**config.mk**
```make
export PLATFORM = sky130hd
export DESIGN_NAME = temperature_sensor_smoothing_top
export DESIGN_NICKNAME = d
export VERILOG_FILES = /design/src/sv/tss_pkg.sv /design/src/sv/temperature_sensor_smoothing_top.sv /design/src/sv/tss_cell.sv /design/src/sv/tss_window.sv /design/src/sv/tss_calib.sv
export SDC_FILE = /design/constraint.sdc
export NUM_CORES = 1
export LEC_CHECK = 0
export ABC_AREA = 1
export BUFFER_PORTS_ARGS = -buffer_cell sky130_fd_sc_hd__buf_2
export CAP_MARGIN = 20
export CORE_UTILIZATION = 65
export CTS_CLUSTER_DIAMETER = 100
export DETAILED_ROUTE_END_ITERATION = 16
export PLACE_DENSITY = 0.82
export SLEW_MARGIN = 40
export SYNTH_ARGS = -nofsm -noshare
export SYNTH_HDL_FRONTEND = slang
export SYNTH_SLANG_ARGS = --single-unit
```
**constraint.sdc**
```tcl
create_clock -name i_clk -period 27.1 [get_ports i_clk]
set_input_delay 2.71 -clock i_clk [delete_from_list [all_inputs] [get_ports i_clk]]
set_output_delay 2.71 -clock i_clk [all_outputs]
set_load 0.02 [all_outputs]
```
**src/sv/tss_pkg.sv**
```systemverilog
`timescale 1ns / 1ps
// tss_pkg: shared widths, scaling and calibration constants, control types
// for the temperature sensor smoothing block. No dependencies.
package tss_pkg;

    localparam int TSS_WINDOW_TAPS = 5;

    localparam int SAMPLE_W = 10;
    localparam int ACC_W    = 12;
    localparam int CNT_W    = 2;
    localparam int RAW_W    = 10;
    localparam int TEMP_W   = 17;

    localparam logic [CNT_W-1:0] LAST_OF_GROUP = 2'd3;

    localparam logic signed [TEMP_W-1:0] SCALE      = 17'sd48;
    localparam logic signed [TEMP_W-1:0] OFFSET     = 17'sd6000;
    localparam logic signed [TEMP_W-1:0] KNEE       = 17'sd2500;
    localparam logic signed [TEMP_W-1:0] LO_BASE    = 17'sd698;
    localparam logic signed [TEMP_W-1:0] LO_BIAS    = 17'sd3090;
    localparam logic signed [TEMP_W-1:0] LO_DIV     = 17'sd55;
    localparam logic signed [TEMP_W-1:0] HI_BASE    = 17'sd550;
    localparam logic signed [TEMP_W-1:0] HI_DIV     = 17'sd75;

    localparam logic signed [TEMP_W-1:0] TEMP_MIN   = -17'sd6750;
    localparam logic signed [TEMP_W-1:0] TEMP_MAX   = 17'sd42013;

    typedef struct packed {
        logic fill;
        logic shift;
    } t_win_ctl;

endpackage

```
**src/sv/temperature_sensor_smoothing_top.sv**
```systemverilog
`timescale 1ns / 1ps
// temperature_sensor_smoothing_top: sample grouping, window chain and
// calibration pipeline. Depends on tss_pkg, tss_window and tss_calib.
//
// One sample beat is taken every cycle while ready is high. Every fourth
// sample closes a group; the first group after reset only fills the window,
// each later group gives one result beat whose valid follows the closing sample
// through the register stages in order: the window sum is loaded at the edge
// that takes it, then mean, scale and calibration. All stages move together,
// so ready falls only while a result waits in the output register and the
// downstream side is not taking it.
module temperature_sensor_smoothing_top
    import tss_pkg::*;
#(
    parameter int WINDOW_TAPS = TSS_WINDOW_TAPS
) (
    input  logic                     i_clk,
    input  logic                     i_rst_n,
    input  logic                     i_valid,
    output logic                     o_ready,
    input  logic [SAMPLE_W-1:0]      i_sample,
    output logic                     o_valid,
    input  logic                     i_ready,
    output logic signed [TEMP_W-1:0] o_temperature_centi,
    output logic [RAW_W-1:0]         o_filtered_raw
);

    localparam int SUM_W = RAW_W + $clog2(WINDOW_TAPS);

    logic [ACC_W-1:0] r_sum;
    logic [ACC_W-1:0] n_sum;
    logic [CNT_W-1:0] r_count;
    logic             r_primed;
    logic             r_total_v;
    logic             w_en;
    logic             w_accept;
    logic             w_close;
    logic [RAW_W-1:0] w_raw;
    t_win_ctl         w_ctl;
    logic [SUM_W-1:0] w_total;

    assign w_en     = !o_valid || i_ready;
    assign o_ready  = w_en;
    assign w_accept = i_valid && w_en;
    assign w_close  = w_accept && (r_count == LAST_OF_GROUP);
    assign n_sum    = r_sum + ACC_W'(i_sample);
    assign w_raw    = n_sum[ACC_W-1:2];

    always_comb begin
        w_ctl.fill  = w_close && !r_primed;
        w_ctl.shift = w_close && r_primed;
    end

    always_ff @(posedge i_clk) begin
        if (!i_rst_n) begin
            r_sum     <= '0;
            r_count   <= '0;
            r_primed  <= 1'b0;
            r_total_v <= 1'b0;
        end else begin
            if (w_accept) begin
                if (w_close) begin
                    r_sum    <= '0;
                    r_count  <= '0;
                    r_primed <= 1'b1;
                end else begin
                    r_sum   <= n_sum;
                    r_count <= r_count + 1'b1;
                end
            end
            if (w_en) begin
                r_total_v <= w_ctl.shift;
            end
        end
    end

    tss_window #(
        .WINDOW_TAPS (WINDOW_TAPS),
        .SUM_W       (SUM_W)
    ) u_window (
        .i_clk   (i_clk),
        .i_ctl   (w_ctl),
        .i_raw   (w_raw),
        .o_total (w_total)
    );

    tss_calib #(
        .WINDOW_TAPS (WINDOW_TAPS),
        .SUM_W       (SUM_W)
    ) u_calib (
        .i_clk   (i_clk),
        .i_rst_n (i_rst_n),
        .i_en    (w_en),
        .i_valid (r_total_v),
        .i_total (w_total),
        .o_valid (o_valid),
        .o_temp  (o_temperature_centi),
        .o_mean  (o_filtered_raw)
    );

    a_primed_sticky: assert property (@(posedge i_clk) disable iff (!i_rst_n)
        r_primed |=> r_primed)
        else $error("window lost its primed state");

    a_no_result_unprimed: assert property (@(posedge i_clk) disable iff (!i_rst_n)
        !r_primed |-> !o_valid && !r_total_v)
        else $error("result before window was filled");

    a_temp_range: assert property (@(posedge i_clk) disable iff (!i_rst_n)
        o_valid |-> (o_temperature_centi >= TEMP_MIN) && (o_temperature_centi <= TEMP_MAX))
        else $error("calibrated temperature out of range");

endmodule

```
**src/sv/tss_cell.sv**
```systemverilog
`timescale 1ns / 1ps
// tss_cell: one window entry of the smoothing chain.
// Depends on tss_pkg.
module tss_cell
    import tss_pkg::*;
(
    input  logic             i_clk,
    input  t_win_ctl         i_ctl,
    input  logic [RAW_W-1:0] i_raw,
    input  logic [RAW_W-1:0] i_prev,
    output logic [RAW_W-1:0] o_entry
);

    logic [RAW_W-1:0] r_entry;

    always_ff @(posedge i_clk) begin
        if (i_ctl.fill) begin
            r_entry <= i_raw;
        end else if (i_ctl.shift) begin
            r_entry <= i_prev;
        end
    end

    assign o_entry = r_entry;

endmodule

```
**src/sv/tss_window.sv**
```systemverilog
`timescale 1ns / 1ps
// tss_window: row of tss_cell entries with a running sum of the window.
// Depends on tss_pkg and tss_cell.
module tss_window
    import tss_pkg::*;
#(
    parameter int WINDOW_TAPS = TSS_WINDOW_TAPS,
    parameter int SUM_W       = RAW_W + $clog2(WINDOW_TAPS)
) (
    input  logic             i_clk,
    input  t_win_ctl         i_ctl,
    input  logic [RAW_W-1:0] i_raw,
    output logic [SUM_W-1:0] o_total
);

    logic [RAW_W-1:0] w_entry [WINDOW_TAPS];
    logic [SUM_W-1:0] r_total;
    logic [SUM_W-1:0] n_total;

    for (genvar g = 0; g < WINDOW_TAPS; g++) begin : g_cell
        if (g == 0) begin : g_head
            tss_cell u_cell (
                .i_clk   (i_clk),
                .i_ctl   (i_ctl),
                .i_raw   (i_raw),
                .i_prev  (i_raw),
                .o_entry (w_entry[g])
            );
        end else begin : g_body
            tss_cell u_cell (
                .i_clk   (i_clk),
                .i_ctl   (i_ctl),
                .i_raw   (i_raw),
                .i_prev  (w_entry[g-1]),
                .o_entry (w_entry[g])
            );
        end
    end

    always_comb begin
        n_total = r_total;
        if (i_ctl.fill) begin
            n_total = SUM_W'(SUM_W'(i_raw) * SUM_W'(WINDOW_TAPS));
        end else if (i_ctl.shift) begin
            n_total = r_total + SUM_W'(i_raw) - SUM_W'(w_entry[WINDOW_TAPS-1]);
        end
    end

    always_ff @(posedge i_clk) begin
        r_total <= n_total;
    end

    assign o_total = r_total;

endmodule

```
**src/sv/tss_calib.sv**
```systemverilog
`timescale 1ns / 1ps
// tss_calib: mean, scale and piecewise calibration stages ending in the
// output register. Depends on tss_pkg.
module tss_calib
    import tss_pkg::*;
#(
    parameter int WINDOW_TAPS = TSS_WINDOW_TAPS,
    parameter int SUM_W       = RAW_W + $clog2(WINDOW_TAPS)
) (
    input  logic                     i_clk,
    input  logic                     i_rst_n,
    input  logic                     i_en,
    input  logic                     i_valid,
    input  logic [SUM_W-1:0]         i_total,
    output logic                     o_valid,
    output logic signed [TEMP_W-1:0] o_temp,
    output logic [RAW_W-1:0]         o_mean
);

    // reciprocal multiplies, exact over the reachable operand ranges
    localparam int MEAN_SHIFT = 18;
    localparam int MEAN_RECIP = (2**MEAN_SHIFT + WINDOW_TAPS - 1) / WINDOW_TAPS;
    localparam int MEAN_PW    = SUM_W + MEAN_SHIFT + 1;
    localparam int LO_SHIFT   = 20;
    localparam int LO_RECIP   = (2**LO_SHIFT + int'(LO_DIV) - 1) / int'(LO_DIV);
    localparam int HI_SHIFT   = 22;
    localparam int HI_RECIP   = (2**HI_SHIFT + int'(HI_DIV) - 1) / int'(HI_DIV);
    localparam int CAL_PW     = 2 * TEMP_W;
    localparam int QUO_W      = 12;

    logic                     r_mean_v;
    logic [RAW_W-1:0]         r_mean;
    logic                     r_d_v;
    logic signed [TEMP_W-1:0] r_d;
    logic [RAW_W-1:0]         r_d_mean;
    logic                     r_out_v;
    logic signed [TEMP_W-1:0] r_out_temp;
    logic [RAW_W-1:0]         r_out_mean;

    logic [MEAN_PW-1:0]       w_mean_prod;
    logic [RAW_W-1:0]         n_mean;
    logic signed [TEMP_W-1:0] n_d;
    logic signed [TEMP_W-1:0] w_lo_num;
    logic signed [TEMP_W-1:0] w_hi_num;
    logic [TEMP_W-1:0]        w_lo_mag;
    logic [TEMP_W-1:0]        w_hi_mag;
    logic [CAL_PW-1:0]        w_lo_prod;
    logic [CAL_PW-1:0]        w_hi_prod;
    logic [TEMP_W-1:0]        w_lo_quo;
    logic [TEMP_W-1:0]        w_hi_quo;
    logic signed [TEMP_W-1:0] q_lo;
    logic signed [TEMP_W-1:0] q_hi;
    logic signed [TEMP_W-1:0] n_temp;

    always_comb begin
        w_mean_prod = MEAN_PW'(i_total) * MEAN_PW'(MEAN_RECIP);
        n_mean      = w_mean_prod[MEAN_SHIFT +: RAW_W];
        n_d         = $signed({{(TEMP_W-RAW_W){1'b0}}, r_mean}) * SCALE - OFFSET;

        // truncating divisions toward zero on the magnitude
        w_lo_num  = r_d + LO_BIAS;
        w_hi_num  = r_d - KNEE;
        w_lo_mag  = w_lo_num[TEMP_W-1] ? $unsigned(-w_lo_num) : $unsigned(w_lo_num);
        w_hi_mag  = w_hi_num[TEMP_W-1] ? $unsigned(-w_hi_num) : $unsigned(w_hi_num);
        w_lo_prod = CAL_PW'(w_lo_mag) * CAL_PW'(LO_RECIP);
        w_hi_prod = CAL_PW'(w_hi_mag) * CAL_PW'(HI_RECIP);
        w_lo_quo  = {{(TEMP_W-QUO_W){1'b0}}, w_lo_prod[LO_SHIFT +: QUO_W]};
        w_hi_quo  = {{(TEMP_W-QUO_W){1'b0}}, w_hi_prod[HI_SHIFT +: QUO_W]};
        q_lo      = w_lo_num[TEMP_W-1] ? -$signed(w_lo_quo) : $signed(w_lo_quo);
        q_hi      = w_hi_num[TEMP_W-1] ? -$signed(w_hi_quo) : $signed(w_hi_quo);

        if (r_d <= KNEE) begin
            n_temp = r_d - (LO_BASE - q_lo);
        end else begin
            n_temp = r_d - (HI_BASE + q_hi);
        end
    end

    always_ff @(posedge i_clk) begin
        if (!i_rst_n) begin
            r_mean_v <= 1'b0;
            r_d_v    <= 1'b0;
            r_out_v  <= 1'b0;
        end else if (i_en) begin
            r_mean_v <= i_valid;
            r_d_v    <= r_mean_v;
            r_out_v  <= r_d_v;
        end
    end

    always_ff @(posedge i_clk) begin
        if (i_en) begin
            r_mean     <= n_mean;
            r_d        <= n_d;
            r_d_mean   <= r_mean;
            r_out_temp <= n_temp;
            r_out_mean <= r_d_mean;
        end
    end

    assign o_valid = r_out_v;
    assign o_temp  = r_out_temp;
    assign o_mean  = r_out_mean;

endmodule

```
==> metrics.txt, run 1 <==
Finished Cell Area 23600 um2; hold_buf cts 0; Worst EP required 27.28 ns; Clock Latency Late Sink 0.43 ns; diode count 0; via count 17600; drt wl/cell 16.1 um; fin util 0.702; nets 3362; crit-path max FO 31; endpoint class of the critical path flip-flop; worst min-delay path category flip-flop to flip-flop; largest net degree at the start of global routing 67; Setup Skew 0.00747 ns; PostCTS Resize Cnt 0; largest cells by area after synthesis ha_1 (24%), fa_1 (18%), edfxtp_1 (17%); crit-path most repeated cell nand2_1; die width 186 um; Seq cells post-synth 142; final hold vios 0; Synth top cells by count inv_1 (596), nand2_1 (520), ha_1 (423); Yosys Warn Count 0; clk slew on worst S/H paths 0.07 ns; crit path kind flip-flop to flip-flop; post-synth cell types 53; Setup TNS Final 0 ns; Rows 67; Post-Syn Instances 2673; Cell Area, Synth 22100 um2; clock root cell clkbuf_16; WL final 51.4 mm; worst reg2reg startpoint u_calib.r_d[4]$_DFFE_PN_; fmax 91.8 MHz; TritonCTS clock tree built; first-pass iteration count of the detailed router 5; Slowest-stage cell, CP xor2_1; CTS H-tree lvls 4; CP bufs+invs 8; Residual DRC 0; Area growth syn-to-layout 6.46%; Critical Path AT 11.08 ns; vias per cell 5.52; Post-synth ARST share 0; EDFF count, synth 123; most frequent cell after synthesis inv_1; TritonCTS Buffers 17; critical path's top delay family adder cells; Worst-Margin Slew 0.839 ns; Slew HR 0.438; multi-input logic area 15700 um2; storage element area 4070 um2; die area 34800 um2; gpl congestion 0.955; # IOs 43; Die Ht 186 um; number of DRC markers in iteration 0 1003; CORE AREA 33500 um2; Critical Path Start Type flip-flop; fraction of layout cells with a size suffix above 1 0.0427; initial antenna violation count 0; area leader, netlist ha_1; synthesized net count 3311; Crit. Startpoint u_calib.r_d[4]$_DFFE_PN_; I/O Buffers 42; gr ovfl total 0; final slew viol count 0; vias in the first global route 18300; Post-CTS Setup Repair Bufs 0; HP Start u_calib.r_d_mean[5]$_DFFE_PN_; max-cap viol count 0; run status finished, final reports clean; fillers 2638; fin crit share 0.402; DP Area 22900 um2; most used flip-flop cell after synthesis edfxtp_1; All-Layer GR Usage 0.308; Tmin final 10.89 ns; endpoints failing setup 0; Post-DRT Antenna Nets 0; Initial Utilization 0.660; CTS sink cnt 142; post-synthesis sequential area ratio 0.184; first-pass GRT wire length 86.9 mm; Synth top area share 0.239; unrepaired setup endpoints after global routing false; hpwl dp 43.1 mm; largest stage delay on the critical path 0.68 ns; Cell Count, Final, Fillers Out 3185; Avg Inst Size Synth 8.28 um2; Bufs on Longest Clock Path 2; Placed Instances 3153
-- flip-flops by register name, indices dropped and copies added (netlist names) --
register,count
r_sum,12
u_calib.r_d_mean,10
u_calib.o_valid,1
u_calib.o_mean,10
u_calib.r_mean_v,1
r_primed,1
u_calib.r_d_v,1
u_window.g_cell.g_body.u_cell.o_entry,40
r_total_v,1
u_calib.o_temp,17
r_count,2
u_window.o_total,13
u_window.g_cell.g_head.u_cell.o_entry,10
u_calib.r_mean,10
u_calib.r_d,13
-- per-layer routing --
layer / track usage / part of all wire
met5: 0 / 0
met4: 0.137 / 0.041
met3: 0.0365 / 0.044
met2: 0.547 / 0.50
met1: 0.376 / 0.42
-- per-stage QoR --
step	hold slack, ns	setup WS (ns)
floorplan	0.400	17.78
global placement	0.404	16.41
detailed placement	0.405	16.40
CTS	0.421	16.33
global route	0.421	15.33
finish	0.419	16.21
-- cells in the final DEF, fill, tap and decap left out, drive strengths merged, types with 4 or more instances in the layout --
master  netlist  final
or2           8      8
buf           6     50
nor4          8      8
clkbuf       12     18
nand4        22     22
xnor2        40     40
fa          201    201
nor2        167    167
o21ai        90     90
a21o         14     14
clkinv        0      5
a21boi        4      4
inv         606    613
nand2       526    526
a31oi        10     10
a21oi       145    145
nand3b        7      7
dfxtp        19     19
o21a         11     11
o21bai        9      9
ha          423    423
nor3         26     26
xor2         85     85
nand3        83     83
o31ai         8      8
edfxtp      123    123
-- final timing paths --
check | cells after the start | end | slack (ns)
worst max-delay path | 49 | u_calib.o_temp[16]$_DFFE_PN_ | 16.21
worst min-delay path | 0 | u_calib.o_mean[5]$_DFFE_PN_ | 0.42
worst max register to register | 49 | u_calib.o_temp[16]$_DFFE_PN_ | 16.21
worst min register to register | 0 | u_calib.o_mean[5]$_DFFE_PN_ | 0.42
-- final cells by class --
| class | instances | share of cell area |
|---|---|---|
| Tap cell | 448 | 0.0238 |
| Multi-Input combinational cell | 1907 | 0.668 |
| Clock inverter | 14 | 0.00807 |
| Timing Repair Buffer | 50 | 0.0118 |
| Clock buffer | 18 | 0.0191 |
| Inverter | 606 | 0.0967 |
| Sequential cell | 142 | 0.173 |
-- worst reg2reg max path: cells and delay by family, from the launching register on --
| family | cells | cell delay, ns |
|---|---|---|
| and+or+nand+nor | 19 | 2.11 |
| DFF | 1 | 0.52 |
| adders and majority gates | 11 | 4.34 |
| AOI/OAI and AO/OA | 7 | 1.31 |
| buffers and inverters | 8 | 1.06 |
| xor gates and xnor gates | 4 | 1.30 |
-- logic make-up (layout without fill, tap and decap cells) --
group,Yosys count,count (layout),share of synthesized area
simple gates,851,851,0.161
xor+xnor,125,125,0.0495
flops,142,142,0.184
fa+ha+maj,624,624,0.421
compound gates,307,307,0.0780
buf+inv,624,688,0.106
Power of run 1 is not shown: default switching activity piles up to over one toggle a cycle in this logic, so the estimate is an artifact.
==> run 2: changes to the inputs <==
- ABC_AREA: 1 -> 0
- clock period: 27.1 -> 10.9 ns (I/O delays scaled with it)
==> run 2 against run 1 <==
Effect of this change:
- utilization grew 3.0 points
- clock-buffer cell count fell by 1
- area after synthesis shrank 4.7%
- highest routed layer unchanged
- via count decreased by 12%
- critical path type unchanged
- non-clock buffer count grew 58
==> metrics.txt, run 2 <==
largest stage delay on the critical path 0.52 ns; HP Start u_calib.r_d_mean[4]$_DFFE_PN_; Residual DRC 0; most frequent cells in the layout inv_1 (447), ha_1 (416), fa_1 (201); Area growth syn-to-layout 10.3%; crit path kind flip-flop to flip-flop; clk slew on worst S/H paths 0.07 ns; initial antenna violation count 0; Slew HR 0.456; diode count 0; worst reg2reg startpoint u_calib.r_d[4]$_DFFE_PN_; Critical Path Start Type flip-flop; fmax 95.6 MHz; gpl congestion 0.946; I/O Buffers 42; Final WS setup 0.435 ns; crit-path max FO 27; Finished Cell Area 23200 um2; Synth top cells by count inv_1 (453), ha_1 (423), fa_1 (201); largest cells by area after synthesis ha_1 (25%), fa_1 (19%), edfxtp_1 (18%); Yosys Warn Count 0; CTS sink cnt 142; Worst-Margin Slew 0.815 ns; endpoints failing setup 0; gr ovfl total 0; # IOs 43; Rows 65; Setup Skew 0.0211 ns; EDFF count, synth 123; Post-synth ARST share 0; Die Ht 182 um; Largest register FFs 40; hold_buf cts 0; via count 15400; TritonCTS clock tree built; fin crit share 0.960; nets 2874; Cell Count, Final, Fillers Out 2651; Post-Syn Instances 2142; final hold vios 0; Cell Area, Synth 21100 um2; Worst EP required 11.06 ns; DP Area 22100 um2; Tmin final 10.46 ns; Crit. Startpoint u_calib.r_d[4]$_DFFE_PN_; first-pass iteration count of the detailed router 5; Seq cells post-synth 142; endpoint class of the critical path flip-flop; Synth top area share 0.251; final slew viol count 0; number of DRC markers in iteration 0 866; run status finished, final reports clean; Initial Utilization 0.665; max-cap viol count 0; CORE AREA 31700 um2; CTS H-tree lvls 4; fraction of layout cells with a size suffix above 1 0.103; TritonCTS Buffers 17; post-synth cell types 92; vias in the first global route 16400; largest net degree at the start of global routing 65; Avg Inst Size Synth 9.84 um2; crit-path most repeated cell ha_1; post-synthesis sequential area ratio 0.193; die area 33200 um2; worst slack, placed -0.0938 ns; hpwl dp 38.4 mm; most common cell after layout, fill and taps aside inv_1; vias per cell 5.81; most frequent cell after synthesis inv_1; most used flip-flop cell after synthesis edfxtp_1; Placed Instances 2605; first-pass GRT wire length 78.3 mm; clock root cell clkbuf_16; All-Layer GR Usage 0.298; Clock Latency Late Sink 0.45 ns; worst min-delay path category flip-flop to flip-flop; WL final 47.5 mm; die width 182 um; drt wl/cell 17.9 um; Post-DRT Antenna Nets 0; synthesized net count 2780; Critical Path AT 10.62 ns; Bufs on Longest Clock Path 2; area leader, netlist ha_1; Slowest-stage cell, CP fa_1
[run 2: cell types whose count changed after synthesis, moves of 32 or more]
cell     before  now
nand2_1     520   85
inv_1       596  453
nor2_1      162   93
xnor2_1      40  108
a21o_1       14   76
nand3_1      83   22
a21oi_1     143  102
xor2_1       85   44
o21ai_0      84   52
[run 2: critical path, delay by kind of cell (launching register included)]
| kind | cells | cell delay (ns) |
|---|---|---|
| xor+xnor | 4 | 0.72 |
| compound gates | 9 | 1.67 |
| buf+inv | 8 | 1.08 |
| simple gates | 13 | 2.48 |
| fa+ha+maj | 11 | 3.80 |
| flops | 1 | 0.39 |
[run 2: metrics by stage]
| step | util | TNS [ns] | hold slack, ns |
|---|---|---|---|
| final | 0.733 | 0 | 0.415 |
| after global routing | 0.733 | -0.258 | 0.421 |
| after CTS | 0.718 | 0 | 0.418 |
| after detailed placement | 0.697 | -0.177 | 0.405 |
| after global placement | 0.697 | 0 | 0.404 |
| after floorplan | - | 0 | 0.400 |
[run 2: routing by layer]
layer	vias to the layer above	routed length (um)	global-route usage
met5	-	0	0
met4	0	1640	0.119
met3	100	1900	0.0339
met2	350	24500	0.547
met1	7569	19400	0.356
li1	7388	-	-
[run 2: path summary, 6_finish.rpt]
path / cells past startpoint / end / slack, ns
worst min register to register: 0 / u_calib.o_mean[4]$_DFFE_PN_ / 0.41
worst min-delay path: 0 / u_calib.o_mean[4]$_DFFE_PN_ / 0.41
worst max-delay path: 45 / u_calib.o_temp[16]$_DFFE_PN_ / 0.44
worst max register to register: 45 / u_calib.o_temp[16]$_DFFE_PN_ / 0.44
[run 2: logic make-up (layout without fill, tap and decap cells)]
group | after synthesis | after routing | share of synthesized area
buf+inv | 486 | 593 | 0.0868
fa+ha+maj | 624 | 624 | 0.442
xor+xnor | 152 | 152 | 0.0632
flops | 142 | 142 | 0.193
mux | 6 | 6 | 0.00285
simple gates | 345 | 345 | 0.0821
compound gates | 387 | 387 | 0.130
[run 2: timing repair]
| action | CTS | global route |
|---|---|---|
| buffers inserted | 2 | 12 |
| setup endpoints to repair | 3 | 9 |
| gates resized for setup | 6 | 61 |
| pin swaps | 1 | 16 |
[run 2: area by class of cell]
cell class	instances	area [um2]
multi-input combinational	1514	15600
fill	2186	8470
sequential	142	4070
inverter	453	1710
timing repair buffer	108	751
tap	402	503
clock buffer	17	425
clock inverter	15	204
Power of run 2 is left out for the same reason.
